## config.mk

```make
export PLATFORM = sky130hd
export DESIGN_NAME = interval_timer_three_channel_unit
export DESIGN_NICKNAME = d
export VERILOG_FILES = /design/src/rtl/core/itt_pkg.sv /design/src/rtl/core/interval_timer_three_channel_unit.sv /design/src/rtl/core/itt_ctrl.sv /design/src/rtl/core/itt_dp.sv
export SDC_FILE = /design/constraint.sdc
export NUM_CORES = 2
export LEC_CHECK = 0
export BUFFER_PORTS_ARGS = -buffer_cell sky130_fd_sc_hd__buf_2
export CORE_UTILIZATION = 55
export DETAILED_ROUTE_END_ITERATION = 6
export GPL_TIMING_DRIVEN = 0
export HOLD_SLACK_MARGIN = 0.02
export PLACE_DENSITY = 0.78
export SLEW_MARGIN = 20
export SYNTH_ARGS = -nofsm -noshare
export SYNTH_HDL_FRONTEND = slang
export SYNTH_SLANG_ARGS = --single-unit
export TNS_END_PERCENT = 10
```

## constraint.sdc

```tcl
create_clock -name aclk -period 22.4 [get_ports aclk]
set_input_delay 3.36 -clock aclk [delete_from_list [all_inputs] [get_ports aclk]]
set_output_delay 3.36 -clock aclk [all_outputs]
set_load 0.02 [all_outputs]
```

## src/rtl/core/itt_pkg.sv

```systemverilog
`default_nettype none
// ----------------------------------------------------------------------------
// itt_pkg: shared types and constants of the three-channel interval timer
// Holds operation codes, controller states, the command and status structs
// that join the controller and the datapath, and BCD helper functions.
// ----------------------------------------------------------------------------
package itt_pkg;

    localparam int NumChannelsDefault   = 3;
    localparam int MaxTickCyclesDefault = 16;
    localparam int TickW                = 5;
    localparam int CountW               = 16;

    // Item operation codes.
    localparam logic [1:0] OP_WRITE = 2'd0;
    localparam logic [1:0] OP_READ  = 2'd1;
    localparam logic [1:0] OP_GATE  = 2'd2;
    localparam logic [1:0] OP_TICK  = 2'd3;

    localparam logic [1:0] PORT_CTRL = 2'd3;

    // Access mode codes.
    localparam logic [1:0] AM_LATCH = 2'd0;
    localparam logic [1:0] AM_LO    = 2'd1;
    localparam logic [1:0] AM_HI    = 2'd2;
    localparam logic [1:0] AM_LOHI  = 2'd3;

    localparam logic [15:0] BIN_WRAP = 16'hFFFF;
    localparam logic [15:0] BCD_WRAP = 16'd9999;

    typedef enum logic [2:0] {
        ST_IDLE,
        ST_EXEC,
        ST_TSTART,
        ST_TSTEP,
        ST_TNEXT,
        ST_OUT
    } itt_state_t;

    // Commands from the controller to the datapath.
    typedef struct packed {
        logic       capture;   // take the input item
        logic       exec;      // run a write, read or gate item
        logic       tick_init; // set up the pass budget of the current channel
        logic       tick_step; // one clock pass of the current channel
        logic       tick_done; // clear gate_rose of the current channel
        logic [1:0] chan;      // channel walked by a tick
    } itt_cmd_t;

    // Status from the datapath to the controller.
    typedef struct packed {
        logic       is_tick;
        logic       tick_zero;
        logic       budget_zero;
        logic       loaded;
    } itt_stat_t;

    // Packed BCD digits to binary, weights 1, 10, 100, 1000.
    function automatic logic [15:0] bcd_to_bin(input logic [15:0] w);
        logic [15:0] d0, d1, d2, d3;
        d0 = {12'd0, w[3:0]};
        d1 = {12'd0, w[7:4]};
        d2 = {12'd0, w[11:8]};
        d3 = {12'd0, w[15:12]};
        return 16'(d0 + d1 * 16'd10 + d2 * 16'd100 + d3 * 16'd1000);
    endfunction

    // Binary count to four BCD digits, each digit taken modulo ten.
    // Each quotient comes from one reciprocal multiplication of the count,
    // exact over the whole 16-bit range.
    function automatic logic [15:0] bin_to_bcd(input logic [15:0] v);
        logic [32:0] p1, p2, p3, p4;
        logic [15:0] q1, q2, q3, q4;
        p1 = {17'd0, v} * 33'd52429;
        p2 = {17'd0, v} * 33'd83887;
        p3 = {17'd0, v} * 33'd67109;
        p4 = {17'd0, v} * 33'd107375;
        q1 = 16'(p1 >> 19);
        q2 = 16'(p2 >> 23);
        q3 = 16'(p3 >> 26);
        q4 = 16'(p4 >> 30);
        return {4'(q3 - q4 * 16'd10), 4'(q2 - q3 * 16'd10),
                4'(q1 - q2 * 16'd10), 4'(v - q1 * 16'd10)};
    endfunction

endpackage
`default_nettype wire

```

## src/rtl/core/interval_timer_three_channel_unit.sv

```systemverilog
`default_nettype none
// ----------------------------------------------------------------------------
// interval_timer_three_channel_unit: three-channel programmable interval timer
// Stream front end around a controller and a counter datapath.
// ----------------------------------------------------------------------------
// Each input item is a port write, a port read, a gate change or a tick, and
// gives exactly one result item with the read byte and the three out levels.
// Items are handled one at a time. A write, read or gate item is captured,
// executed and handed to the result register; a tick of zero clocks is not
// executed. Any other tick walks the channels in turn: an unloaded channel is
// only set up, and a loaded one then runs clock passes until its budget is
// spent (a pass ends at each reload or terminal count, so a short count in
// square-wave mode makes up to twice MAX_TICK_CYCLES passes). The result
// register lets the next item be accepted while a result still waits.
module interval_timer_three_channel_unit
    import itt_pkg::*;
#(
    parameter int NUM_CHANNELS    = NumChannelsDefault,
    parameter int MAX_TICK_CYCLES = MaxTickCyclesDefault
) (
    input  wire logic        aclk,
    input  wire logic        aresetn,
    input  wire logic        s_tvalid,
    output logic             s_tready,
    // Fields from bit 0: operation[1:0], port[3:2], wdata[11:4],
    // gate_level[12], tick_cycles[17:13], zero fill.
    input  wire logic [23:0] s_tdata,
    output logic             m_tvalid,
    input  wire logic        m_tready,
    // Fields from bit 0: rdata[7:0], out0[8], out1[9], out2[10], zero fill.
    output logic [15:0]      m_tdata
);

    itt_cmd_t   cmd;
    itt_stat_t  stat;
    logic [7:0] rdata;
    logic [2:0] outs;
    logic       out_load;

    // The result register loads when the controller hands a result over.
    itt_ctrl #(.NUM_CHANNELS(NUM_CHANNELS)) u_ctrl (
        .aclk(aclk), .aresetn(aresetn),
        .in_valid(s_tvalid), .in_ready(s_tready),
        .out_valid(m_tvalid), .out_ready(m_tready),
        .out_load(out_load),
        .cmd(cmd), .stat(stat)
    );

    itt_dp #(.NUM_CHANNELS(NUM_CHANNELS), .MAX_TICK_CYCLES(MAX_TICK_CYCLES)) u_dp (
        .aclk(aclk), .aresetn(aresetn),
        .in_operation(s_tdata[1:0]), .in_port(s_tdata[3:2]),
        .in_wdata(s_tdata[11:4]), .in_gate_level(s_tdata[12]),
        .in_tick_cycles(s_tdata[17:13]),
        .cmd(cmd), .stat(stat), .out_load(out_load),
        .rdata(rdata), .outs(outs)
    );

    assign m_tdata = {5'd0, outs, rdata};

endmodule
`default_nettype wire

```

## src/rtl/core/itt_ctrl.sv

```systemverilog
`default_nettype none
// ----------------------------------------------------------------------------
// itt_ctrl: controller of the interval timer
// Sequences one item: capture, execution or a per-channel tick walk, then
// the result handoff to the output register.
// ----------------------------------------------------------------------------
module itt_ctrl
    import itt_pkg::*;
#(
    parameter int NUM_CHANNELS = NumChannelsDefault
) (
    input  wire logic      aclk,
    input  wire logic      aresetn,
    input  wire logic      in_valid,
    output logic           in_ready,
    output logic           out_valid,
    input  wire logic      out_ready,
    output logic           out_load,
    output itt_cmd_t       cmd,
    input  wire itt_stat_t stat
);

    itt_state_t state_reg, state_next;
    logic [1:0] chan_reg, chan_next;
    logic       valid_reg, valid_next;

    // State, channel index and result valid registers.
    always_ff @(posedge aclk) begin
        if (!aresetn) begin
            state_reg <= ST_IDLE;
            chan_reg  <= 2'd0;
            valid_reg <= 1'b0;
        end else begin
            state_reg <= state_next;
            chan_reg  <= chan_next;
            valid_reg <= valid_next;
        end
    end

    assign out_valid = valid_reg;

    // Next state and commands.
    always_comb begin
        state_next = state_reg;
        chan_next  = chan_reg;
        valid_next = valid_reg;
        cmd        = '0;
        cmd.chan   = chan_reg;
        in_ready   = 1'b0;
        out_load   = 1'b0;
        if (valid_reg && out_ready) valid_next = 1'b0;
        case (state_reg)
            ST_IDLE: begin
                in_ready = 1'b1;
                if (in_valid) begin
                    cmd.capture = 1'b1;
                    state_next  = ST_EXEC;
                end
            end
            ST_EXEC: begin
                if (stat.is_tick && !stat.tick_zero) begin
                    chan_next  = 2'd0;
                    state_next = ST_TSTART;
                end else begin
                    cmd.exec   = !stat.is_tick;
                    state_next = ST_OUT;
                end
            end
            ST_TSTART: begin
                cmd.tick_init = 1'b1;
                state_next    = stat.loaded ? ST_TSTEP : ST_TNEXT;
            end
            ST_TSTEP: begin
                if (stat.budget_zero) state_next = ST_TNEXT;
                else cmd.tick_step = 1'b1;
            end
            ST_TNEXT: begin
                cmd.tick_done = 1'b1;
                if (32'(chan_reg) == NUM_CHANNELS - 1) begin
                    state_next = ST_OUT;
                end else begin
                    chan_next  = 2'(chan_reg + 2'd1);
                    state_next = ST_TSTART;
                end
            end
            ST_OUT: begin
                if (!valid_reg || out_ready) begin
                    out_load   = 1'b1;
                    valid_next = 1'b1;
                    state_next = ST_IDLE;
                end
            end
            default: state_next = ST_IDLE;
        endcase
    end

endmodule
`default_nettype wire

```

## src/rtl/core/itt_dp.sv

```systemverilog
`default_nettype none
// ----------------------------------------------------------------------------
// itt_dp: datapath of the interval timer
// Per-channel counter state, control and data port logic, and one clock
// pass of a channel per tick step.
// ----------------------------------------------------------------------------
module itt_dp
    import itt_pkg::*;
#(
    parameter int NUM_CHANNELS    = NumChannelsDefault,
    parameter int MAX_TICK_CYCLES = MaxTickCyclesDefault
) (
    input  wire logic       aclk,
    input  wire logic       aresetn,
    input  wire logic [1:0] in_operation,
    input  wire logic [1:0] in_port,
    input  wire logic [7:0] in_wdata,
    input  wire logic       in_gate_level,
    input  wire logic [4:0] in_tick_cycles,
    input  wire itt_cmd_t   cmd,
    output itt_stat_t       stat,
    input  wire logic       out_load,
    output logic [7:0]      rdata,
    output logic [2:0]      outs
);

    localparam int MaxTw = $clog2(MAX_TICK_CYCLES + 1);
    localparam int BudW  = MaxTw + 1;

    logic [15:0] cnt_reg [3];
    logic [2:0]  rp_reg, bcd_reg, out_reg, gin_reg, grose_reg, tog_reg;
    logic [2:0]  mode_reg [3];
    logic [1:0]  am_reg [3];
    logic [15:0] rl_reg [3];
    logic [1:0]  rlp_reg [3];
    logic [15:0] wl_reg [3];
    logic [1:0]  wbc_reg [3];
    logic [1:0]  ld_reg [3];

    logic [1:0]  op_reg, port_reg;
    logic [7:0]  wd_reg;
    logic        gl_reg;
    logic [4:0]  tc_reg;
    logic [BudW-1:0] bud_reg;
    logic [7:0]  rd_reg, rd_out_reg;
    logic [2:0]  outs_out_reg;

    // Saturated tick count.
    logic [BudW-1:0] tc_sat;
    always_comb begin
        if (32'(tc_reg) > MAX_TICK_CYCLES) tc_sat = BudW'(MAX_TICK_CYCLES);
        else tc_sat = BudW'(tc_reg);
    end

    assign stat.is_tick     = (op_reg == OP_TICK);
    assign stat.tick_zero   = (tc_reg == 5'd0);
    assign stat.budget_zero = (bud_reg == '0);
    assign stat.loaded      = (ld_reg[cmd.chan] != 2'd0);

    // One clock pass of the current channel.
    logic [1:0]  ch;
    logic [15:0] cv, lv, cdn_cnt, wrap;
    logic [BudW-1:0] cdn_c, pass_bud, passed;
    logic        cdn_hit, p_load, p_rp_clr, p_grose_clr, p_out_we, p_out_v;
    logic        sq, ok;
    logic [15:0] p_cnt;
    always_comb begin
        ch   = cmd.chan;
        cv   = cnt_reg[ch];
        lv   = bcd_reg[ch] ? bcd_to_bin(wl_reg[ch]) : wl_reg[ch];
        wrap = bcd_reg[ch] ? BCD_WRAP : BIN_WRAP;
        // Count down by the remaining budget, with wrap on zero.
        passed = bud_reg;
        cdn_cnt = cv;
        if (cv == 16'd0) begin
            cdn_cnt = wrap;
            passed  = BudW'(bud_reg - 1'b1);
        end
        if (16'(passed) <= cdn_cnt && (BudW <= 16 || (passed >> 16) == '0)) begin
            cdn_cnt = 16'(cdn_cnt - 16'(passed));
            cdn_c   = '0;
        end else begin
            cdn_c   = BudW'(passed - BudW'(cdn_cnt));
            cdn_cnt = 16'd0;
        end
        cdn_hit = (cdn_cnt == 16'd0);
        // A pending reload holds the count and ends the pass.
        if (rp_reg[ch]) begin
            cdn_cnt = cv;
            cdn_hit = 1'b0;
            cdn_c   = '0;
        end

        p_load = 1'b0; p_rp_clr = 1'b0; p_grose_clr = 1'b0;
        p_out_we = 1'b0; p_out_v = 1'b0;
        p_cnt = cv; pass_bud = '0; ok = 1'b0;
        sq = (mode_reg[ch][1:0] == 2'b11);
        case (mode_reg[ch])
            3'd0: begin
                if (rp_reg[ch]) begin
                    p_load = 1'b1; p_out_we = 1'b1; p_out_v = 1'b0;
                    pass_bud = BudW'(bud_reg - 1'b1);
                end else if (gin_reg[ch]) begin
                    p_cnt = cdn_cnt; pass_bud = cdn_c;
                    if (cdn_hit) begin
                        p_out_we = 1'b1; p_out_v = 1'b1; ok = 1'b1;
                    end
                    if (!ok) pass_bud = '0;
                end
            end
            3'd1: begin
                if (grose_reg[ch]) begin
                    p_grose_clr = 1'b1; p_load = 1'b1; p_out_we = 1'b1;
                    pass_bud = BudW'(bud_reg - 1'b1);
                end else begin
                    p_cnt = cdn_cnt;
                    if (cdn_hit && !out_reg[ch]) begin
                        p_out_we = 1'b1; p_out_v = 1'b1; pass_bud = cdn_c;
                    end
                end
            end
            3'd4, 3'd5: begin
                p_out_we = 1'b1; p_out_v = 1'b1;
                if (mode_reg[ch] == 3'd4 ? rp_reg[ch] : grose_reg[ch]) begin
                    p_load = 1'b1; p_grose_clr = (mode_reg[ch] == 3'd5);
                    pass_bud = BudW'(bud_reg - 1'b1);
                end else if (mode_reg[ch] == 3'd5 || gin_reg[ch]) begin
                    p_cnt = cdn_cnt;
                    if (cdn_hit) begin
                        p_out_v = 1'b0; pass_bud = cdn_c;
                    end
                end
            end
            default: begin
                // Rate generator and square wave.
                if (!sq) begin
                    p_out_we = 1'b1; p_out_v = 1'b1;
                end else begin
                    p_out_v = out_reg[ch];
                end
                if (rp_reg[ch]) begin
                    p_load = 1'b1; pass_bud = BudW'(bud_reg - 1'b1);
                end else if (gin_reg[ch]) begin
                    if (grose_reg[ch]) begin
                        p_grose_clr = 1'b1; p_load = 1'b1;
                        pass_bud = BudW'(bud_reg - 1'b1);
                    end else begin
                        p_cnt = cdn_cnt;
                        if (cdn_hit) begin
                            p_load = 1'b1; p_out_we = 1'b1;
                            p_out_v = sq ? !out_reg[ch] : 1'b0;
                            pass_bud = cdn_c;
                        end
                    end
                end
            end
        endcase
        if (p_load) begin
            p_cnt = lv; p_rp_clr = 1'b1;
        end
    end

    // Port logic for the executed item.
    logic [1:0] ctl_sc, ctl_am, rb_ch;
    logic       rb_any;
    always_comb begin
        ctl_sc = wd_reg[7:6];
        ctl_am = wd_reg[5:4];
        rb_any = 1'b1; rb_ch = 2'd0;
        if (wd_reg[1]) rb_ch = 2'd0;
        else if (wd_reg[2]) rb_ch = 2'd1;
        else if (wd_reg[3]) rb_ch = 2'd2;
        else rb_any = 1'b0;
    end

    logic [15:0] lat_cnt [3];
    always_comb begin
        for (int k = 0; k < 3; k++)
            lat_cnt[k] = bcd_reg[k] ? bin_to_bcd(cnt_reg[k]) : cnt_reg[k];
    end

    // State update.
    always_ff @(posedge aclk) begin
        if (cmd.capture) begin
            op_reg <= in_operation; port_reg <= in_port; wd_reg <= in_wdata;
            gl_reg <= in_gate_level; tc_reg <= in_tick_cycles;
            rd_reg <= 8'd0;
        end
        if (out_load) begin
            rd_out_reg   <= rd_reg;
            outs_out_reg <= out_reg;
        end
        if (!aresetn) begin
            for (int k = 0; k < 3; k++) begin
                cnt_reg[k] <= '0; mode_reg[k] <= '0; am_reg[k] <= '0;
                rl_reg[k] <= '0; rlp_reg[k] <= '0; wl_reg[k] <= '0;
                wbc_reg[k] <= '0; ld_reg[k] <= '0;
            end
            rp_reg <= '0; bcd_reg <= '0; out_reg <= '0; gin_reg <= '0;
            grose_reg <= '0; tog_reg <= '0; bud_reg <= '0;
        end else begin
            if (cmd.tick_init)
                bud_reg <= (mode_reg[cmd.chan][1:0] == 2'b11) ? BudW'(tc_sat << 1) : tc_sat;
            if (cmd.tick_step) begin
                cnt_reg[ch] <= p_cnt;
                bud_reg     <= pass_bud;
                if (p_rp_clr) rp_reg[ch] <= 1'b0;
                if (p_grose_clr) grose_reg[ch] <= 1'b0;
                if (p_out_we) out_reg[ch] <= p_out_v;
            end
            if (cmd.tick_done) grose_reg[cmd.chan] <= 1'b0;
            if (cmd.exec) begin
                case (op_reg)
                    OP_WRITE: begin
                        if (port_reg == PORT_CTRL) begin
                            if (ctl_sc == 2'd3) begin
                                if (rb_any && 32'(rb_ch) < NUM_CHANNELS
                                        && rlp_reg[rb_ch] == 2'd0) begin
                                    if (!wd_reg[5]) begin
                                        rl_reg[rb_ch]  <= lat_cnt[rb_ch];
                                        tog_reg[rb_ch] <= (am_reg[rb_ch] == AM_HI);
                                        rlp_reg[rb_ch] <= (am_reg[rb_ch] == AM_LOHI)
                                                          ? 2'd2 : 2'd1;
                                    end else if (!wd_reg[4]) begin
                                        rl_reg[rb_ch]  <= {8'd0, out_reg[rb_ch],
                                            rp_reg[rb_ch], am_reg[rb_ch],
                                            mode_reg[rb_ch], bcd_reg[rb_ch]};
                                        tog_reg[rb_ch] <= 1'b0;
                                        rlp_reg[rb_ch] <= 2'd1;
                                    end
                                end
                            end else if (32'(ctl_sc) < NUM_CHANNELS) begin
                                if (ctl_am == AM_LATCH) begin
                                    if (rlp_reg[ctl_sc] == 2'd0) begin
                                        rl_reg[ctl_sc]  <= lat_cnt[ctl_sc];
                                        tog_reg[ctl_sc] <= (am_reg[ctl_sc] == AM_HI);
                                        rlp_reg[ctl_sc] <= (am_reg[ctl_sc] == AM_LOHI)
                                                           ? 2'd2 : 2'd1;
                                    end
                                end else begin
                                    bcd_reg[ctl_sc]  <= wd_reg[0];
                                    am_reg[ctl_sc]   <= ctl_am;
                                    mode_reg[ctl_sc] <= wd_reg[3:1];
                                    rlp_reg[ctl_sc]  <= 2'd0;
                                    tog_reg[ctl_sc]  <= 1'b0;
                                    rl_reg[ctl_sc]   <= 16'd0;
                                    ld_reg[ctl_sc]   <= 2'd0;
                                    wbc_reg[ctl_sc]  <= 2'd0;
                                    wl_reg[ctl_sc]   <= 16'd0;
                                    rp_reg[ctl_sc]   <= 1'b1;
                                    out_reg[ctl_sc]  <= (wd_reg[3:1] != 3'd0);
                                end
                            end
                        end else if (32'(port_reg) < NUM_CHANNELS) begin
                            case (am_reg[port_reg])
                                AM_LO: begin
                                    wl_reg[port_reg][7:0] <= wd_reg;
                                    ld_reg[port_reg]  <= 2'(wbc_reg[port_reg] + 2'd1);
                                    wbc_reg[port_reg] <= 2'd0;
                                    rp_reg[port_reg]  <= 1'b1;
                                end
                                AM_HI: begin
                                    wl_reg[port_reg][15:8] <= wd_reg;
                                    ld_reg[port_reg]  <= 2'(wbc_reg[port_reg] + 2'd1);
                                    wbc_reg[port_reg] <= 2'd0;
                                    rp_reg[port_reg]  <= 1'b1;
                                end
                                AM_LOHI: begin
                                    if (wbc_reg[port_reg][0])
                                        wl_reg[port_reg][15:8] <= wd_reg;
                                    else
                                        wl_reg[port_reg][7:0] <= wd_reg;
                                    if (2'(wbc_reg[port_reg] + 2'd1) < 2'd2) begin
                                        wbc_reg[port_reg] <= 2'(wbc_reg[port_reg] + 2'd1);
                                    end else begin
                                        ld_reg[port_reg]  <= 2'(wbc_reg[port_reg] + 2'd1);
                                        wbc_reg[port_reg] <= 2'd0;
                                        rp_reg[port_reg]  <= 1'b1;
                                    end
                                end
                                default: begin
                                    ld_reg[port_reg]  <= wbc_reg[port_reg];
                                    wbc_reg[port_reg] <= 2'd0;
                                    rp_reg[port_reg]  <= 1'b1;
                                end
                            endcase
                        end
                    end
                    OP_READ: begin
                        if (port_reg != PORT_CTRL && 32'(port_reg) < NUM_CHANNELS) begin
                            if (rlp_reg[port_reg] != 2'd0) begin
                                rd_reg <= tog_reg[port_reg] ? rl_reg[port_reg][15:8]
                                                            : rl_reg[port_reg][7:0];
                                rlp_reg[port_reg] <= 2'(rlp_reg[port_reg] - 2'd1);
                            end else begin
                                case (am_reg[port_reg])
                                    AM_LO:   rd_reg <= cnt_reg[port_reg][7:0];
                                    AM_HI:   rd_reg <= cnt_reg[port_reg][15:8];
                                    AM_LOHI: rd_reg <= tog_reg[port_reg]
                                                       ? cnt_reg[port_reg][15:8]
                                                       : cnt_reg[port_reg][7:0];
                                    default: rd_reg <= 8'd0;
                                endcase
                            end
                            tog_reg[port_reg] <= !tog_reg[port_reg];
                        end
                    end
                    OP_GATE: begin
                        if (port_reg != PORT_CTRL && 32'(port_reg) < NUM_CHANNELS) begin
                            if (!gin_reg[port_reg] && gl_reg) grose_reg[port_reg] <= 1'b1;
                            gin_reg[port_reg] <= gl_reg;
                        end
                    end
                    default: ;
                endcase
            end
        end
    end

    assign rdata = rd_out_reg;
    always_comb begin
        for (int k = 0; k < 3; k++)
            outs[k] = (k < NUM_CHANNELS) ? outs_out_reg[k] : 1'b0;
    end

endmodule
`default_nettype wire

```

==> Word level (Yosys, flattened, before mapping) <==
Memories as Yosys holds them, arrays and structs flattened. A register that Yosys moved wholly into a read port is not among the register bits.
Cells that the tools add are included.
{ "word_totals": {"output_inout_bits": 18, "regBits": 67, "input_bits": 28, "mem_bits_rw": 177, "mem_count": 8, "word_cells": 573} }
{ "op_classes": {"n_reduce_logical": 56, "magnitude_cmp": 16, "eq_ne": 34, "n_mul": 27, "addsub": 21, "n_bitwise": 28, "mux": 365} }
{ "memory_table": {"columns": ["name", "depth", "width", "read_ports", "rd_ports_with_merged_regs", "write_ports", "line", "text"], "rows": [
  ["u_dp.cnt_reg", 3, 16, 5, 2, 3, "itt_dp.sv:30", "logic [15:0] cnt_reg [3];"],
  ["u_dp.rl_reg", 3, 16, 1, 1, 3, "itt_dp.sv:34", "logic [15:0] rl_reg [3];"],
  ["u_dp.wl_reg", 3, 16, 1, 1, 3, "itt_dp.sv:36", "logic [15:0] wl_reg [3];"],
  ["u_dp.mode_reg", 3, 3, 2, 1, 3, "itt_dp.sv:32", "logic [2:0] mode_reg [3];"],
  ["u_dp.am_reg", 3, 2, 3, 2, 3, "itt_dp.sv:33", "logic [1:0] am_reg [3];"],
  ["u_dp.ld_reg", 3, 2, 1, 1, 3, "itt_dp.sv:38", "logic [1:0] ld_reg [3];"],
  ["2 more memories", null, null, null, null, null, null, null]
]} }
{ "ops": {"columns": ["operator", "count"], "rows": [
  ["$mux W16", 27],
  ["$mul A16 B17 Y33 const B", 9],
  ["$mux W1", 177],
  ["$mux W3", 46],
  ["$mux W2", 54],
  ["$mux W6", 17],
  ["$mul A16 B16 Y32 const B", 3],
  ["$mux W8", 10],
  ["$reduce_or A16 Y1", 5],
  ["$bmux W16 S2", 2],
  ["$pmux W16 S3", 1],
  ["$sub A4 B4 Y4", 12],
  ["$mul A13 B3 Y3 const B", 3],
  ["$logic_not A16 Y1", 2],
  ["$mul A10 B3 Y3 const B", 3],
  ["$eq A2 B2 Y1 const B", 12],
  ["$pmux W8 S3", 1],
  ["$bwmux W3", 7],
  ["$mul A7 B3 Y3 const B", 3],
  ["$bmux W1 S2", 10],
  ["$pmux W3 S6", 1],
  ["$pmux W6 S3", 1],
  ["$reduce_or A2 Y1", 9],
  ["$add A16 B11 Y16", 1],
  ["other kinds (51)", 131]
]} }

==> Logic depth before layout (Yosys ltp) <==
{ "logic_depth": {"word_depth": 24, "mapped_depth": 34, "ltp_nobuf": 34} }

==> By module <==
Synthesis repeated with hierarchy kept, for this count alone.
{ "hier_totals": {"cells_unflattened": 6018, "area_unflattened_um2": 61667.9} }
{ "by_module_without_submodules": {"columns": ["mod", "area_each_um2", "seq_area_each_um2", "instances", "cells_per_inst"], "rows": [
  ["itt_dp", 61163.7, 8678.3, 1, 5953],
  ["itt_ctrl", 462.9, 120.1, 1, 59],
  ["interval_timer_three_channel_unit", 41.3, 0.0, 1, 6]
]} }

==> Least setup slack after synthesis <==
Ideal clock, no wire load.
{ "synth_path": {"path_type": "register -> register", "start": "memory u_dp.cnt_reg[2][4]", "end": "memory u_dp.rl_reg[0][15] (data pin)", "slack_ns": 14.304, "setup_time_ns": 0.147, "n_path_buf": 0, "period_less_slack_ns": 8.096, "required_time_ns": 22.253, "arrival_ns": 7.948, "stages_incl_launch_ff": 32, "cell_sequence": "edfxtp_1 -> fa_1 -> inv_1 -> fa_1 -> inv_1 -> ha_1 -> fa_1 -> inv_1 -> fa_1 -> fa_1 -> inv_1 -> ha_1 -> a21o_1 -> a211o_1 -> a221oi_1 -> a211o_1 -> o211a_1 -> mux2i_1 -> inv_1 -> ha_1 -> fa_1 -> xnor2_1 -> xnor2_1 -> xnor2_1 -> xnor2_1 -> and3_1 -> a211o_1 -> a21o_1 -> a31o_2 -> a221oi_1 -> o21ai_0 -> a21oi_1"} }
{ "synth_lines": {"columns": ["item", "line"], "rows": [
  ["from (decl)", "itt_dp.sv:30"],
  ["to (decl)", "itt_dp.sv:34"]
]} }

==> summary.md <==
| Metric | Value |
|---|---|
| Cells after synthesis | 5926 |
| CP arrival | 11100 ps |
| DRC errors left | 7 |
| Synth Cell Area | 61300 um2 |
| Unique masters post-synth | 96 |
| Clock Latency Late Sink | 550 ps |
| Synthesis warning total | 0 |
| Clock transition at the registers of the reported paths | 60 ps |
| Final ANT Viol Nets | 0 |
| Slowest cell on crit path | edfxtp_1 |
| Required time worst endpoint | 22640 ps |
| # rows | 122 |
| GPL Wtd Cong | 0.989 |
| CTS Hold Bufs | 0 |
| Die Y | 336 um |
| Most used cell, CP | fa_1 |
| Total core area | 111000 um2 |
| Pwr/cell area | 94.7 nW/um2 |
| Vias in the first global route | 47.4k |
| Syn Area/Cell | 10.4 um2 |
| Grt ovf | 0 |
| Post-place setup slack | 11870 ps |
| Max Cap Viol | 0 |
| Critical path class | reg2reg |
| Wire per inst | 22.6 um |
| Worst Hold Class | reg2reg |
| Max transition margin | 0.180 |
| Cts repair resizes | 0 |
| Non-filler instance count after layout | 7548 |
| Max Fclk | 92.1 MHz |
| CTS tree | done |
| Post-DP HPWL | 140 mm |
| Die area | 113000 um2 |
| DR pass1 iterations | 7 |
| LEAKAGE | 32.9 nW |
| Failing checks | design-rule violations |
| Critical Path Sink Type | register |
| Final Hold Viols | 0 |
| Largest family of logic cells by synthesized area | adder cells |
| Largest net degree at the start of global routing | 23 |
| Total Power | 6.15 mW |
| Max-slew violation count | 0 |
| I/O pin total | 46 |
| Mux contribution to synthesized area | 0.0392 |
| Via density | 5.91 |
| CTS root buffer | clkbuf_16 |
| CTS sink cnt | 309 |
| Cell Area, Placed | 63600 um2 |
| Synth Area in Simple Gates | 0.0704 |
| IO Port Bufs | 33 |
| Wirelength, routed | 170 mm |
| Complex-gate fraction of the synthesized area | 0.0822 |
| Setup ws final | 11540 ps |
| Placed cells | 7475 |
| Final Critical Period | 10860 ps |
| Post-synth EDFFs | 265 |
| Total CTS buffers | 35 |
| Most common cell after layout, fill and taps aside | inv_1 |
| Final period util | 0.485 |
| Top_reg_cell synth | edfxtp_1 |
| Post-CTS Setup Inserts | 0 |
| Drt first-iter violations | 3785 |
| Hold path depth | 0 |
| Slew @ Worst Pin | 1230 ps |
| Crit-path max cell delay | 1150 ps |
| Crit start category | register |
| Share of cells above drive strength 1 | 0.0426 |
| Layout overhead on the synthesized area | 5.87% |
| Die X | 336 um |
| Crit Path Max Fanout | 15 |
| Post-route cell area | 64900 um2 |
| Skew final | 35.8 ps |
| Ys async rst share | 0 |
| Outcome | complete, but fails checks |
| Antenna violations before repair | 3 |
| Worst R2R Setup Slack | 11540 ps |
| Final nets | 8180 |
| Setup TNS | 0 ps |
| CTS H-tree depth | 2 |
| Most frequent cells in the layout | inv_1 (1416), ha_1 (1198), fa_1 (922), nor2_1 (301), edfxtp_1 (265) |
| Gr usage total | 0.308 |
| Vias after detailed routing | 44.6k |
| # setup viols final | 0 |
| Post-Synth XOR/XNOR Area | 0.0244 |
| Sequential-to-total area share from yosys stat | 0.144 |
| First-pass GRT wire length | 266 mm |
| Post-Synth Adder-Cell Area | 0.545 |
| Worst Reg2Reg Path Length in Cells | 28 |
| RSZ-0062 raised after global routing | false |
| Seq cells post-synth | 309 |
| Initial Utilization | 0.554 |
| Worst VDD drop | 0.114 mV |
| Max Root-Sink Buffers | 3 |
-- critical path: cells and delay by family, from the launching register on --
family / cells / cell delay, ps
AOI/OAI and AO/OA: 6 / 2190
and+or+nand+nor: 1 / 470
DFF: 1 / 1150
buffers and inverters: 5 / 850
adders and majority gates: 9 / 4160
muxes: 1 / 340
xor gates and xnor gates: 6 / 1360
-- cells by family (layout without fill, tap and decap cells) --
| family | Yosys count | in the layout |
|---|---|---|
| fa+ha+maj | 2120 | 2120 |
| buf+inv | 1526 | 1646 |
| simple gates | 909 | 909 |
| compound gates | 764 | 764 |
| flops | 309 | 309 |
| xor+xnor | 155 | 155 |
| mux | 142 | 142 |
| other cells | 1 | 15 |
-- per-stage QoR --
stage	util	hold WS, ps
floorplan	-	408
global placement	0.573	422
detailed placement	0.575	422
CTS	0.586	439
global route	0.587	454
finish	0.587	439
-- routing by layer --
layer	vias up	global-route usage	routed length [um]
met5	-	0	0
met4	0	0.130	8200
met3	410	0.0518	15200
met2	2045	0.507	80000
met1	22342	0.402	66800
li1	19847	-	-
-- final timing paths --
path	from	endpoint
setup / recovery	u_dp.cnt_reg[2][5]	u_dp.rl_reg[1][11]
hold / removal	u_dp.rd_reg[7]	u_dp.rdata[7]
setup reg to reg	u_dp.cnt_reg[2][5]	u_dp.rl_reg[1][11]
hold reg to reg	u_dp.rd_reg[7]	u_dp.rdata[7]
-- where the power goes --
group / total (mW) / internal, mW / switching [mW]
Combinational: 4.82 / 2.08 / 2.74
Sequential: 0.736 / 0.671 / 0.0651
Clock: 0.589 / 0.348 / 0.241
-- cells in the mapped netlist (all sizes together) (13+ instances only) --
| master | n | area share |
|---|---|---|
| inv | 1416 | 0.087 |
| ha | 1198 | 0.24 |
| fa | 922 | 0.30 |
| nor2 | 303 | 0.019 |
| edfxtp | 265 | 0.13 |
| nand2 | 227 | 0.014 |
| a21oi | 219 | 0.018 |
| o21ai | 151 | 0.012 |
| xnor2 | 109 | 0.016 |
| clkbuf | 85 | 0.0052 |
| mux4 | 73 | 0.027 |
| nand3 | 68 | 0.0055 |
| nor3 | 66 | 0.0055 |
| a21o | 50 | 0.0061 |
| mux2i | 47 | 0.0077 |
| dfxtp | 44 | 0.014 |
| nor2b | 38 | 0.0039 |
| a211oi | 37 | 0.0045 |
| xor2 | 36 | 0.0051 |
| and3 | 30 | 0.0031 |
| a22oi | 27 | 0.0033 |
| and2 | 27 | 0.0028 |
| nand2b | 26 | 0.0027 |
| o21a | 26 | 0.0033 |
| nand4 | 25 | 0.0025 |
| a31oi | 23 | 0.0024 |
| buf | 23 | 0.0024 |
| o22ai | 23 | 0.0023 |
| mux2 | 22 | 0.0045 |
| o211ai | 22 | 0.0027 |
| or3 | 20 | 0.0021 |
| nor4 | 18 | 0.0020 |
| or2 | 16 | 0.0016 |
| a211o | 15 | 0.0021 |
| a221oi | 13 | 0.0019 |
| o31ai | 13 | 0.0018 |
-- area by class of cell --
cell class | count | area (um2)
Antenna cell | 1 | 2.50
Buffer | 108 | 464
Clock buffer | 46 | 988
Clock inverter | 18 | 186
Fill cell | 8986 | 45700
Inverter | 1418 | 5320
Multi-Input combinational cell | 4104 | 46800
Sequential cell | 309 | 8840
Tap cell | 1488 | 1860
Timing Repair Buffer | 56 | 477
(Power assumes the default switching activity.)
